$ cat src/rtl/bsmt_pkg.sv
// ----------------------------------------------------------------------------
// bsmt_pkg
// Shared types, codes and defaults for the bounded set membership table.
// ----------------------------------------------------------------------------
package bsmt_pkg;

  localparam int unsigned CAPACITY_DEF   = 32;
  localparam int unsigned ELEM_WIDTH_DEF = 32;

  localparam int unsigned KIND_W   = 2;
  localparam int unsigned ELEM_W   = 32;
  localparam int unsigned COUNT_W  = 6;

  // Request kinds; the fourth code is unused and takes no action
  typedef enum logic [KIND_W-1:0] {
    KIND_ADD    = 2'd0,
    KIND_REMOVE = 2'd1,
    KIND_LOOKUP = 2'd2
  } bsmt_kind_e;

  typedef enum logic [1:0] {
    ST_IDLE   = 2'd0,
    ST_SCAN   = 2'd1,
    ST_DRAIN  = 2'd2,
    ST_COMMIT = 2'd3
  } bsmt_state_e;

  // Controller to datapath
  typedef struct packed {
    logic load;    // latch request, restart scan
    logic read;    // read one entry, advance scan index
    logic commit;  // apply update, register result
  } bsmt_cmd_t;

  // Datapath to controller
  typedef struct packed {
    logic last_read;  // scan index sits on the last entry
  } bsmt_sts_t;

endpackage

$ cat src/rtl/bsmt_ctrl.sv
// ----------------------------------------------------------------------------
// bsmt_ctrl
// Sequencer for one request: load, scan every entry, drain, commit.
// ----------------------------------------------------------------------------
module bsmt_ctrl
  import bsmt_pkg::*;
(
  input  logic      clk_i,
  input  logic      rst_ni,
  input  logic      start,
  output logic      busy,
  input  bsmt_sts_t sts_i,
  output bsmt_cmd_t cmd_o
);

  bsmt_state_e state_q, state_d;

  always_ff @(posedge clk_i or negedge rst_ni) begin
    if (!rst_ni) begin
      state_q <= ST_IDLE;
    end else begin
      state_q <= state_d;
    end
  end

  always_comb begin
    state_d = state_q;
    cmd_o   = '0;
    busy    = 1'b1;
    case (state_q)
      ST_IDLE: begin
        busy = 1'b0;
        if (start) begin
          cmd_o.load = 1'b1;
          state_d    = ST_SCAN;
        end
      end
      ST_SCAN: begin
        cmd_o.read = 1'b1;
        if (sts_i.last_read) begin
          state_d = ST_DRAIN;
        end
      end
      ST_DRAIN: begin
        state_d = ST_COMMIT;
      end
      ST_COMMIT: begin
        cmd_o.commit = 1'b1;
        state_d      = ST_IDLE;
      end
      default: begin
        state_d = ST_IDLE;
      end
    endcase
  end

  a_accept_goes_busy: assert property (@(posedge clk_i) disable iff (!rst_ni)
    (start && !busy) |=> (busy && state_q == ST_SCAN))
    else $error("accepted request did not start a scan");

  a_commit_then_idle: assert property (@(posedge clk_i) disable iff (!rst_ni)
    cmd_o.commit |=> !busy)
    else $error("controller not idle after commit");

  a_one_cmd: assert property (@(posedge clk_i) disable iff (!rst_ni)
    $onehot0({cmd_o.load, cmd_o.read, cmd_o.commit}))
    else $error("more than one datapath command at once");

endmodule

$ cat src/rtl/bsmt_dpath.sv
// ----------------------------------------------------------------------------
// bsmt_dpath
// Entry memory, valid marks, count, scan compare and result registers.
// ----------------------------------------------------------------------------
module bsmt_dpath
  import bsmt_pkg::*;
#(
  parameter int unsigned CAPACITY   = CAPACITY_DEF,
  parameter int unsigned ELEM_WIDTH = ELEM_WIDTH_DEF
) (
  input  logic               clk_i,
  input  logic               rst_ni,
  input  bsmt_cmd_t          cmd_i,
  output bsmt_sts_t          sts_o,
  input  logic [KIND_W-1:0]  kind_i,
  input  logic [ELEM_W-1:0]  element_i,
  output logic               done_o,
  output logic               ok_o,
  output logic               table_full_o,
  output logic [COUNT_W-1:0] member_count_o,
  output logic               is_empty_o
);

  // Upper element bits past the 32-bit port are always zero, so store no more
  localparam int unsigned StoreW = (ELEM_WIDTH < ELEM_W) ? ELEM_WIDTH : ELEM_W;
  localparam int unsigned IdxW   = $clog2(CAPACITY);
  localparam int unsigned CntW   = $clog2(CAPACITY + 1);

  logic [StoreW-1:0] mem_q [CAPACITY];
  logic [CAPACITY-1:0] valid_q;
  logic [CntW-1:0]     cnt_q;

  logic [KIND_W-1:0] kind_q;
  logic [StoreW-1:0] key_q;
  logic [IdxW-1:0]   rd_idx_q;

  logic [StoreW-1:0] rd_data_q;
  logic              rd_vld_q;
  logic [IdxW-1:0]   cmp_idx_q;
  logic              cmp_en_q;

  logic              hit_q, free_q;
  logic [IdxW-1:0]   hit_idx_q, free_idx_q;

  logic ok_q, full_q, done_q;
  logic do_write;

  assign sts_o.last_read = (rd_idx_q == IdxW'(CAPACITY - 1));
  assign do_write = cmd_i.commit && (kind_q == KIND_ADD) && !hit_q && free_q;

  // Entry storage: one read port for the scan, one write port at commit
  always_ff @(posedge clk_i) begin
    if (cmd_i.read) begin
      rd_data_q <= mem_q[rd_idx_q];
    end
    if (do_write) begin
      mem_q[free_idx_q] <= key_q;
    end
  end

  always_ff @(posedge clk_i) begin
    if (cmd_i.load) begin
      kind_q <= kind_i;
      key_q  <= element_i[StoreW-1:0];
    end
    if (cmd_i.read) begin
      rd_vld_q  <= valid_q[rd_idx_q];
      cmp_idx_q <= rd_idx_q;
    end
  end

  always_ff @(posedge clk_i or negedge rst_ni) begin
    if (!rst_ni) begin
      rd_idx_q   <= '0;
      cmp_en_q   <= 1'b0;
      hit_q      <= 1'b0;
      free_q     <= 1'b0;
      hit_idx_q  <= '0;
      free_idx_q <= '0;
      valid_q    <= '0;
      cnt_q      <= '0;
      done_q     <= 1'b0;
      ok_q       <= 1'b0;
      full_q     <= 1'b0;
    end else begin
      cmp_en_q <= cmd_i.read;
      done_q   <= cmd_i.commit;

      if (cmd_i.load) begin
        rd_idx_q <= '0;
        hit_q    <= 1'b0;
        free_q   <= 1'b0;
      end else if (cmd_i.read) begin
        rd_idx_q <= rd_idx_q + IdxW'(1);
      end

      // Keep the first matching entry and the lowest free entry
      if (cmp_en_q) begin
        if (rd_vld_q && (rd_data_q == key_q) && !hit_q) begin
          hit_q     <= 1'b1;
          hit_idx_q <= cmp_idx_q;
        end
        if (!rd_vld_q && !free_q) begin
          free_q     <= 1'b1;
          free_idx_q <= cmp_idx_q;
        end
      end

      if (cmd_i.commit) begin
        ok_q   <= 1'b0;
        full_q <= 1'b0;
        case (kind_q)
          KIND_ADD: begin
            if (!hit_q) begin
              if (free_q) begin
                valid_q[free_idx_q] <= 1'b1;
                cnt_q               <= cnt_q + CntW'(1);
                ok_q                <= 1'b1;
              end else begin
                full_q <= 1'b1;
              end
            end
          end
          KIND_REMOVE: begin
            if (hit_q) begin
              valid_q[hit_idx_q] <= 1'b0;
              if (cnt_q != '0) begin
                cnt_q <= cnt_q - CntW'(1);
              end
              ok_q <= 1'b1;
            end
          end
          KIND_LOOKUP: begin
            ok_q <= hit_q;
          end
          default: begin
            ok_q <= 1'b0;
          end
        endcase
      end
    end
  end

  assign done_o         = done_q;
  assign ok_o           = ok_q;
  assign table_full_o   = full_q;
  assign member_count_o = COUNT_W'(cnt_q);
  assign is_empty_o     = (cnt_q == '0);

  a_count_tracks_valid: assert property (@(posedge clk_i) disable iff (!rst_ni)
    $countones(valid_q) == int'(cnt_q))
    else $error("held count differs from number of valid entries");

  a_ok_excludes_full: assert property (@(posedge clk_i) disable iff (!rst_ni)
    done_q |-> !(ok_q && full_q))
    else $error("result both successful and full");

  a_full_only_when_all_valid: assert property (@(posedge clk_i) disable iff (!rst_ni)
    (done_q && full_q) |-> (valid_q == {CAPACITY{1'b1}}))
    else $error("full reported with a free entry");

  a_strobe_single: assert property (@(posedge clk_i) disable iff (!rst_ni)
    done_q |=> !done_q)
    else $error("result strobe held for more than one cycle");

endmodule

$ cat src/rtl/bounded_set_membership_table.sv
// ----------------------------------------------------------------------------
// bounded_set_membership_table
// Set of distinct elements in a bounded table with add, remove and lookup.
// After a request is taken, the scan reads one entry per cycle through the
// single memory read port, then passes the drain and commit states; the result
// strobe done_o is registered from the commit. A new request is taken only
// when idle; busy drops as done_o shows.
// The receiver cannot stall: the result strobe done_o is high for one cycle only.
// Reset clears all valid marks and the count at once; no clearing pass.
// ----------------------------------------------------------------------------
module bounded_set_membership_table
  import bsmt_pkg::*;
#(
  parameter int unsigned CAPACITY   = CAPACITY_DEF,
  parameter int unsigned ELEM_WIDTH = ELEM_WIDTH_DEF
) (
  input  logic               clk_i,
  input  logic               rst_ni,
  // Request side: taken when start is high and busy is low
  input  logic               start,
  output logic               busy,
  input  logic [KIND_W-1:0]  kind_i,
  input  logic [ELEM_W-1:0]  element_i,
  // Result side: valid for exactly one cycle while done_o is high
  output logic               done_o,
  output logic               ok_o,
  output logic               table_full_o,
  output logic [COUNT_W-1:0] member_count_o,
  output logic               is_empty_o
);

  bsmt_cmd_t cmd;
  bsmt_sts_t sts;

  // Sequence each request: load, scan all entries, drain the compare, commit
  bsmt_ctrl u_ctrl (
    .clk_i  (clk_i),
    .rst_ni (rst_ni),
    .start  (start),
    .busy   (busy),
    .sts_i  (sts),
    .cmd_o  (cmd)
  );

  // Hold entries, valid marks and count; compare one entry per cycle
  bsmt_dpath #(
    .CAPACITY   (CAPACITY),
    .ELEM_WIDTH (ELEM_WIDTH)
  ) u_dpath (
    .clk_i          (clk_i),
    .rst_ni         (rst_ni),
    .cmd_i          (cmd),
    .sts_o          (sts),
    .kind_i         (kind_i),
    .element_i      (element_i),
    .done_o         (done_o),
    .ok_o           (ok_o),
    .table_full_o   (table_full_o),
    .member_count_o (member_count_o),
    .is_empty_o     (is_empty_o)
  );

endmodule
$ cat config.mk
export PLATFORM = sky130hd
export DESIGN_NAME = bounded_set_membership_table
export DESIGN_NICKNAME = d
export VERILOG_FILES = /design/src/rtl/bsmt_pkg.sv /design/src/rtl/bsmt_ctrl.sv /design/src/rtl/bsmt_dpath.sv /design/src/rtl/bounded_set_membership_table.sv
export SDC_FILE = /design/constraint.sdc
export NUM_CORES = 1
export LEC_CHECK = 0
export BUFFER_PORTS_ARGS = -buffer_cell sky130_fd_sc_hd__buf_4
export CORE_MARGIN = 5
export CORE_UTILIZATION = 60
export CTS_BUF_LIST = sky130_fd_sc_hd__clkbuf_4
export DETAILED_ROUTE_END_ITERATION = 7
export PLACE_DENSITY = 0.76
export RECOVER_POWER = 100
export SYNTH_ARGS = -nofsm -noshare
export SYNTH_HDL_FRONTEND = slang
export SYNTH_SLANG_ARGS = --single-unit
$ cat constraint.sdc
create_clock -name clk_i -period 9.64 [get_ports clk_i]
set_clock_uncertainty 0.05 [all_clocks]
set_input_delay 0.964 -clock clk_i [delete_from_list [all_inputs] [get_ports clk_i]]
set_output_delay 0.964 -clock clk_i [all_outputs]
set_load 0.02 [all_outputs]
# Yosys cells after proc, flatten, opt, wreduce, memory -nomap -nowiden
# Memory sizes are Yosys's and may differ from the RTL's. A register that Yosys moved wholly into a read port is not among the register bits.
# Cells that the tools add are included.
dict set report word_totals {
  mem_bits_rw 1024
  wordCells 103
  regBits 101
  memories 1
  out_inout_bits 11
}
# name words word_bits read_ports rd_clocked_by_memory_dff write_ports line
set memory_table {}
lappend memory_table {u_dpath.mem_q 32 32 1 1 1 bsmt_dpath.sv:29} ;# logic [StoreW-1:0] mem_q [CAPACITY];
dict set report classes {
  addsub 3
  n_eq_ne 13
  n_reduce_logical 22
  n_bitwise 3
  order_cmp 5
  muxes 40
}
# op count
set ops {}
lappend ops {{2-to-1 mux 32 bit} 3}
lappend ops {{case mux 32 bit (2 select lines)} 1}
lappend ops {{bitwise AND 32 bit} 1}
lappend ops {{equality test 32 bit} 1}
lappend ops {{NOT 32 bit} 1}
lappend ops {{OR 32 bit} 1}
lappend ops {{2-to-1 mux 6 bit} 4}
lappend ops {{2-to-1 mux 1 bit} 22}
lappend ops {{less-than comparator 5 x 6 -> 1 bit, second input constant} 3}
lappend ops {{case mux 6 bit (2 select lines)} 1}
lappend ops {{demux 1 bit (select 5 bit)} 2}
lappend ops {{greater-or-equal comparator 5 x 1 -> 1 bit, second input constant} 2}
lappend ops {{2-to-1 mux 5 bit} 2}
lappend ops {{logical AND 1 bit} 8}
lappend ops {{case mux 2 bit (4 select lines)} 1}
lappend ops {{adder 6 x 1 -> 6 bit, second input constant} 1}
lappend ops {{equality test 2 bit, second input constant} 3}
lappend ops {{zero test 6 bit} 1}
lappend ops {{!= test 2 x 1 -> 1 bit, second input constant} 3}
lappend ops {{!= test 2 bit, second input constant} 3}
lappend ops {{AND reduction 2 bit} 3}
lappend ops {{AND reduction 6 bit} 1}
lappend ops {{nonzero test 6 bit} 1}
lappend ops {{subtractor 6 x 1 -> 6 bit, second input constant} 1}
lappend ops {{other kinds (10)} 16}

# Logic depth before layout (Yosys ltp)
dict set report depth {
  ltp_word 8
  depth_mapped 10
}

# By module
# Synthesis repeated with hierarchy kept, for this count alone.
dict set report hier_totals {
  cells_unflattened 1910
  area_unflattened_um2 44627.8
}
# module n_inst area_each_um2 cells_per_inst
set by_module_without_submodules {}
lappend by_module_without_submodules {bsmt_dpath 1 44456.4 1894}
lappend by_module_without_submodules {bsmt_ctrl 1 171.4 16}

# Least setup slack after synthesis
# No wires, ideal clock.
dict set report synth_timing {
  path_type {register to register}
  start {register u_ctrl.state_q[1]}
  end {memory u_dpath.mem_q[23][0] in the netlist's numbering, enable pin}
  period_less_slack_ps 3114
  arrival_ps 2643
  stages_incl_launch_ff 7
  path_buffers 1
  setup_time_ps 421
  slack_ps 6526
  required_time_ps 9169
  path_cell_list {dfrtp_1 ha_1 clkbuf_1 inv_2 nor2_1 nand3_1 nor2_1}
}
# item line
set synth_lines {}
lappend synth_lines {{start: declaration} bsmt_ctrl.sv:16} ;# bsmt_state_e state_q, state_d;
lappend synth_lines {{start signal: assignment} bsmt_ctrl.sv:22} ;# state_q <= state_d;
lappend synth_lines {{end: declaration} bsmt_dpath.sv:29}

==> impl_metrics.env <==
export IMPL_tns_ps=0
export IMPL_grt_overflow=0
export IMPL_cpPeakStageDelay_ps=3620
export IMPL_ctsRootBufferMaster="clkbuf_4"
export IMPL_vias_per_cell=6.534
export IMPL_cts_made_buffers=302
export IMPL_drv_slew=1403
export IMPL_synth_distinct_cells=46
export IMPL_rsz0062_at_grt="no"
export IMPL_post_cts_buffers=0
export IMPL_grt_pass1_vias=23300
export IMPL_initial_core_util_pct=60.15
export IMPL_worstRegToRegCells=4
export IMPL_drc_errors=0
export IMPL_area_delta_synth_final_pct=11.51
export IMPL_final_nets=2299
export IMPL_cts_hold_buf=35
export IMPL_clockPowerShare_pct=29.9
export IMPL_end_kind="flip-flop"
export IMPL_drt_iter0_drc=2865
export IMPL_fmax_mhz=152.0
export IMPL_ff_latch_area_um2=34450
export IMPL_irDropWorstVdd_mv=0.2970
export IMPL_power_switching_w=0.003457
export IMPL_final_common_cell="edfxtp_1"
export IMPL_worst_pin_slew_ps=5270
export IMPL_post_synth_top_area_cell="edfxtp_1"
export IMPL_dp_hpwl_um=49950
export IMPL_fillCellCount=4692
export IMPL_ant_nets=0
export IMPL_sw_frac_of_total_pct=26.48
export IMPL_cts_resized=0
export IMPL_status="finished with violations"
export IMPL_synth_warnings=0
export IMPL_synthesis_nets=1954
export IMPL_seq_power_share_pct=48.3
export IMPL_dieArea_um2=79810
export IMPL_layout_drive_gt1_share_pct=35.53
export IMPL_final_period_utilization_pct=68.26
export IMPL_synth_seq_area_share_pct=77.29
export IMPL_power_internal_w=0.009596
export IMPL_gp_congestion=0.8042
export IMPL_whs_path_depth=3
export IMPL_min_to="u_dpath.hit_q$_DFF_PN0_"
export IMPL_final_cell_mix="1096 x edfxtp_1, 448 x clkbuf_4, 330 x mux4_2"
export IMPL_io_pins=48
export IMPL_cts_sinks=1157
export IMPL_synth_cells=1905
export IMPL_pwr_share_comb_pct=21.9
export IMPL_stdcell_area_um2=49680
export IMPL_hold_violations=0
export IMPL_die_h_um=282.5
export IMPL_placed_cell_area_um2=46320
export IMPL_core_um2=74070
export IMPL_clk_pin_slew_ps=60
export IMPL_start_kind="flip-flop"
export IMPL_die_x_um=282.5
export IMPL_violations="max-capacitance violations, max-slew violations"
export IMPL_multiInputGateArea_um2=9687
export IMPL_synthTopCellsByArea="edfxtp_1 74%, mux4_2 17%, dfrtp_1 3.4%"
export IMPL_port_buffers=47
export IMPL_cp_max_fo=176
export IMPL_dr_pass1_iters=5
export IMPL_crit_arrival_ps=7320
export IMPL_grtUsageTotal_pct=26.49
export IMPL_grt_pass1_wl_um=151200
export IMPL_clock_path_buffers=4
export IMPL_p_leak_nw=15.88
export IMPL_synth_seq_cells=1157
export IMPL_cts_tree="done"
export IMPL_netlist_area_leader_share_pct=73.87
export IMPL_netlist_area_um2=44560
export IMPL_hold_class="input pin to flip-flop"
export IMPL_antenna_found_initial=2
export IMPL_cp_slowest_cell="clkbuf_2"
export IMPL_critical_path_class="flip-flop to flip-flop"
export IMPL_finalWirelength_um=103100
export IMPL_syn_mean_instance_area_um2=23.39
export IMPL_period_needed_ps=6581
export IMPL_crit_top_cell="mux4_2"
export IMPL_setup_violations_final=0
export IMPL_powerDensity_nw_per_um2=262.7
export IMPL_vias=22140
export IMPL_slew_headroom_pct=-251.4
export IMPL_worst_skew_pair_late_latency_ps=1090
export IMPL_reg2reg_from="u_dpath.rd_idx_q[1]$_DFFE_PN0P_"
export IMPL_maxCapViolations=46
export IMPL_reg2reg_to="u_dpath.rd_data_q[19]$_DFFE_PP_"
export IMPL_synth_async_reset_ratio_pct=5.272
export IMPL_critical_path_cell_chain="clkbuf_2 -> mux4_2 -> mux4_2 -> mux2_1"
export IMPL_ff2ff_setup_slack_ps=3060
export IMPL_critPathRequiredTime_ps=10370
export IMPL_ys_flop_type="edfxtp_1"
export IMPL_grt_max_degree=177
export IMPL_wl_per_cell_um=30.44
export IMPL_synth_edf_count=1096
export IMPL_rows=100
export IMPL_hp_start="start"
export IMPL_cts_htree_levels=5
==> critical path: cells and delay by family (launching register included) <==
family / cells / cell delay (ps)
DFF: 1 / 850
muxes: 3 / 1530
buffers and inverters: 1 / 3620
==> metrics by stage <==
stage	worst slack [ps]	total power (W)	utilization (%)	hold WS, ps	instances
floorplan	6526	0.008399	-	373.1	1905
global placement	5387	0.009051	62.54	426.1	2880
detailed placement	5327	0.009130	62.54	434.6	2880
CTS	5264	0.01302	67.65	106.2	3384
global route	2919	0.01367	67.07	81.05	3388
finish	3059	0.01305	67.07	196.0	3388
==> cells by family (layout without fill, tap and decap cells) <==
| kind of cell | after synthesis | count (layout) | synth area share [%] |
|---|---|---|---|
| AO/OA/AOI/OAI | 86 | 86 | 1.070 |
| XOR/XNOR | 42 | 42 | 0.8256 |
| adder cells (fa/ha/maj) | 12 | 12 | 0.3370 |
| buffers and inverters | 103 | 613 | 1.118 |
| flip-flops | 1157 | 1157 | 77.29 |
| multiplexers | 378 | 378 | 17.89 |
| other | 0 | 4 | 0 |
| AND/OR/NAND/NOR | 127 | 127 | 1.469 |
==> power groups by stage <==
stage	Sequential (W)	Clock (W)	Combinational (W)
floorplan	0.00619	0	0.00221
global placement	0.00637	0	0.00268
detailed placement	0.00640	0	0.00273
CTS	0.00629	0.00398	0.00276
global route	0.00634	0.00429	0.00304
finish	0.00630	0.00390	0.00285
==> registers in the layout, summed over array words and instances (netlist names) <==
register,count
u_ctrl.state_q,2
u_dpath.cmp_en_q,1
u_dpath.cmp_idx_q,5
u_dpath.done_o,1
u_dpath.free_idx_q,5
u_dpath.free_q,1
u_dpath.hit_idx_q,5
u_dpath.hit_q,1
u_dpath.key_q,32
u_dpath.kind_q,2
u_dpath.mem_q,1024
u_dpath.member_count_o,6
u_dpath.ok_o,1
u_dpath.rd_data_q,32
u_dpath.rd_idx_q,5
u_dpath.rd_vld_q,1
u_dpath.table_full_o,1
u_dpath.valid_q,32
==> area by class of cell <==
class | instances | share of cell area, %
antenna | 4 | 0.02015
clock buffer | 425 | 6.422
clock inverter | 44 | 0.4961
inverter | 13 | 0.09822
multi-input combinational | 645 | 19.50
sequential | 1157 | 69.33
tap | 969 | 2.440
timing repair buffer | 131 | 1.692
==> synthesized netlist by cell type, drive strengths merged (7+ instances only) <==
| cell type | instances |
|---|---|
| nor3 | 12 |
| a21oi | 58 |
| xnor2 | 8 |
| nor4 | 7 |
| nor2b | 7 |
| inv | 13 |
| a31oi | 13 |
| nor2 | 48 |
| clkbuf | 48 |
| mux2 | 46 |
| nand2 | 14 |
| edfxtp | 1096 |
| buf | 42 |
| dfrtp | 61 |
| mux4 | 330 |
| xor2 | 34 |
| ha | 12 |
==> how the worst max path moves through the flow <==
stage | start | endpoint | depth (start not counted)
6_report | u_dpath.rd_idx_q[1]$_DFFE_PN0P_ | u_dpath.rd_data_q[19]$_DFFE_PP_ | 4
5_1_grt | u_dpath.rd_idx_q[1]$_DFFE_PN0P_ | u_dpath.rd_data_q[19]$_DFFE_PP_ | 4
4_1_cts | u_dpath.rd_idx_q[0]$_DFFE_PN0P_ | u_dpath.rd_data_q[13]$_DFFE_PP_ | 5
3_5_place_dp | u_dpath.rd_idx_q[0]$_DFFE_PN0P_ | u_dpath.rd_data_q[13]$_DFFE_PP_ | 5
3_3_place_gp | u_dpath.rd_idx_q[0]$_DFFE_PN0P_ | u_dpath.rd_data_q[13]$_DFFE_PP_ | 5
2_1_floorplan | u_ctrl.state_q[1]$_DFFE_PN0P_ | u_dpath.mem_q[23][0]$_DFFE_PP_ | 6
==> metal layers <==
layer / global-route usage [%] / routed length (um) / vias up
li1: - / - / 8915
met1: 37.02 / 38550 / 11620
met5: 0 / 0 / -
met4: 7.595 / 1949 / 0
met2: 42.70 / 51830 / 1456
met3: 6.826 / 10780 / 150
Power figures use the tool's default switching activity.
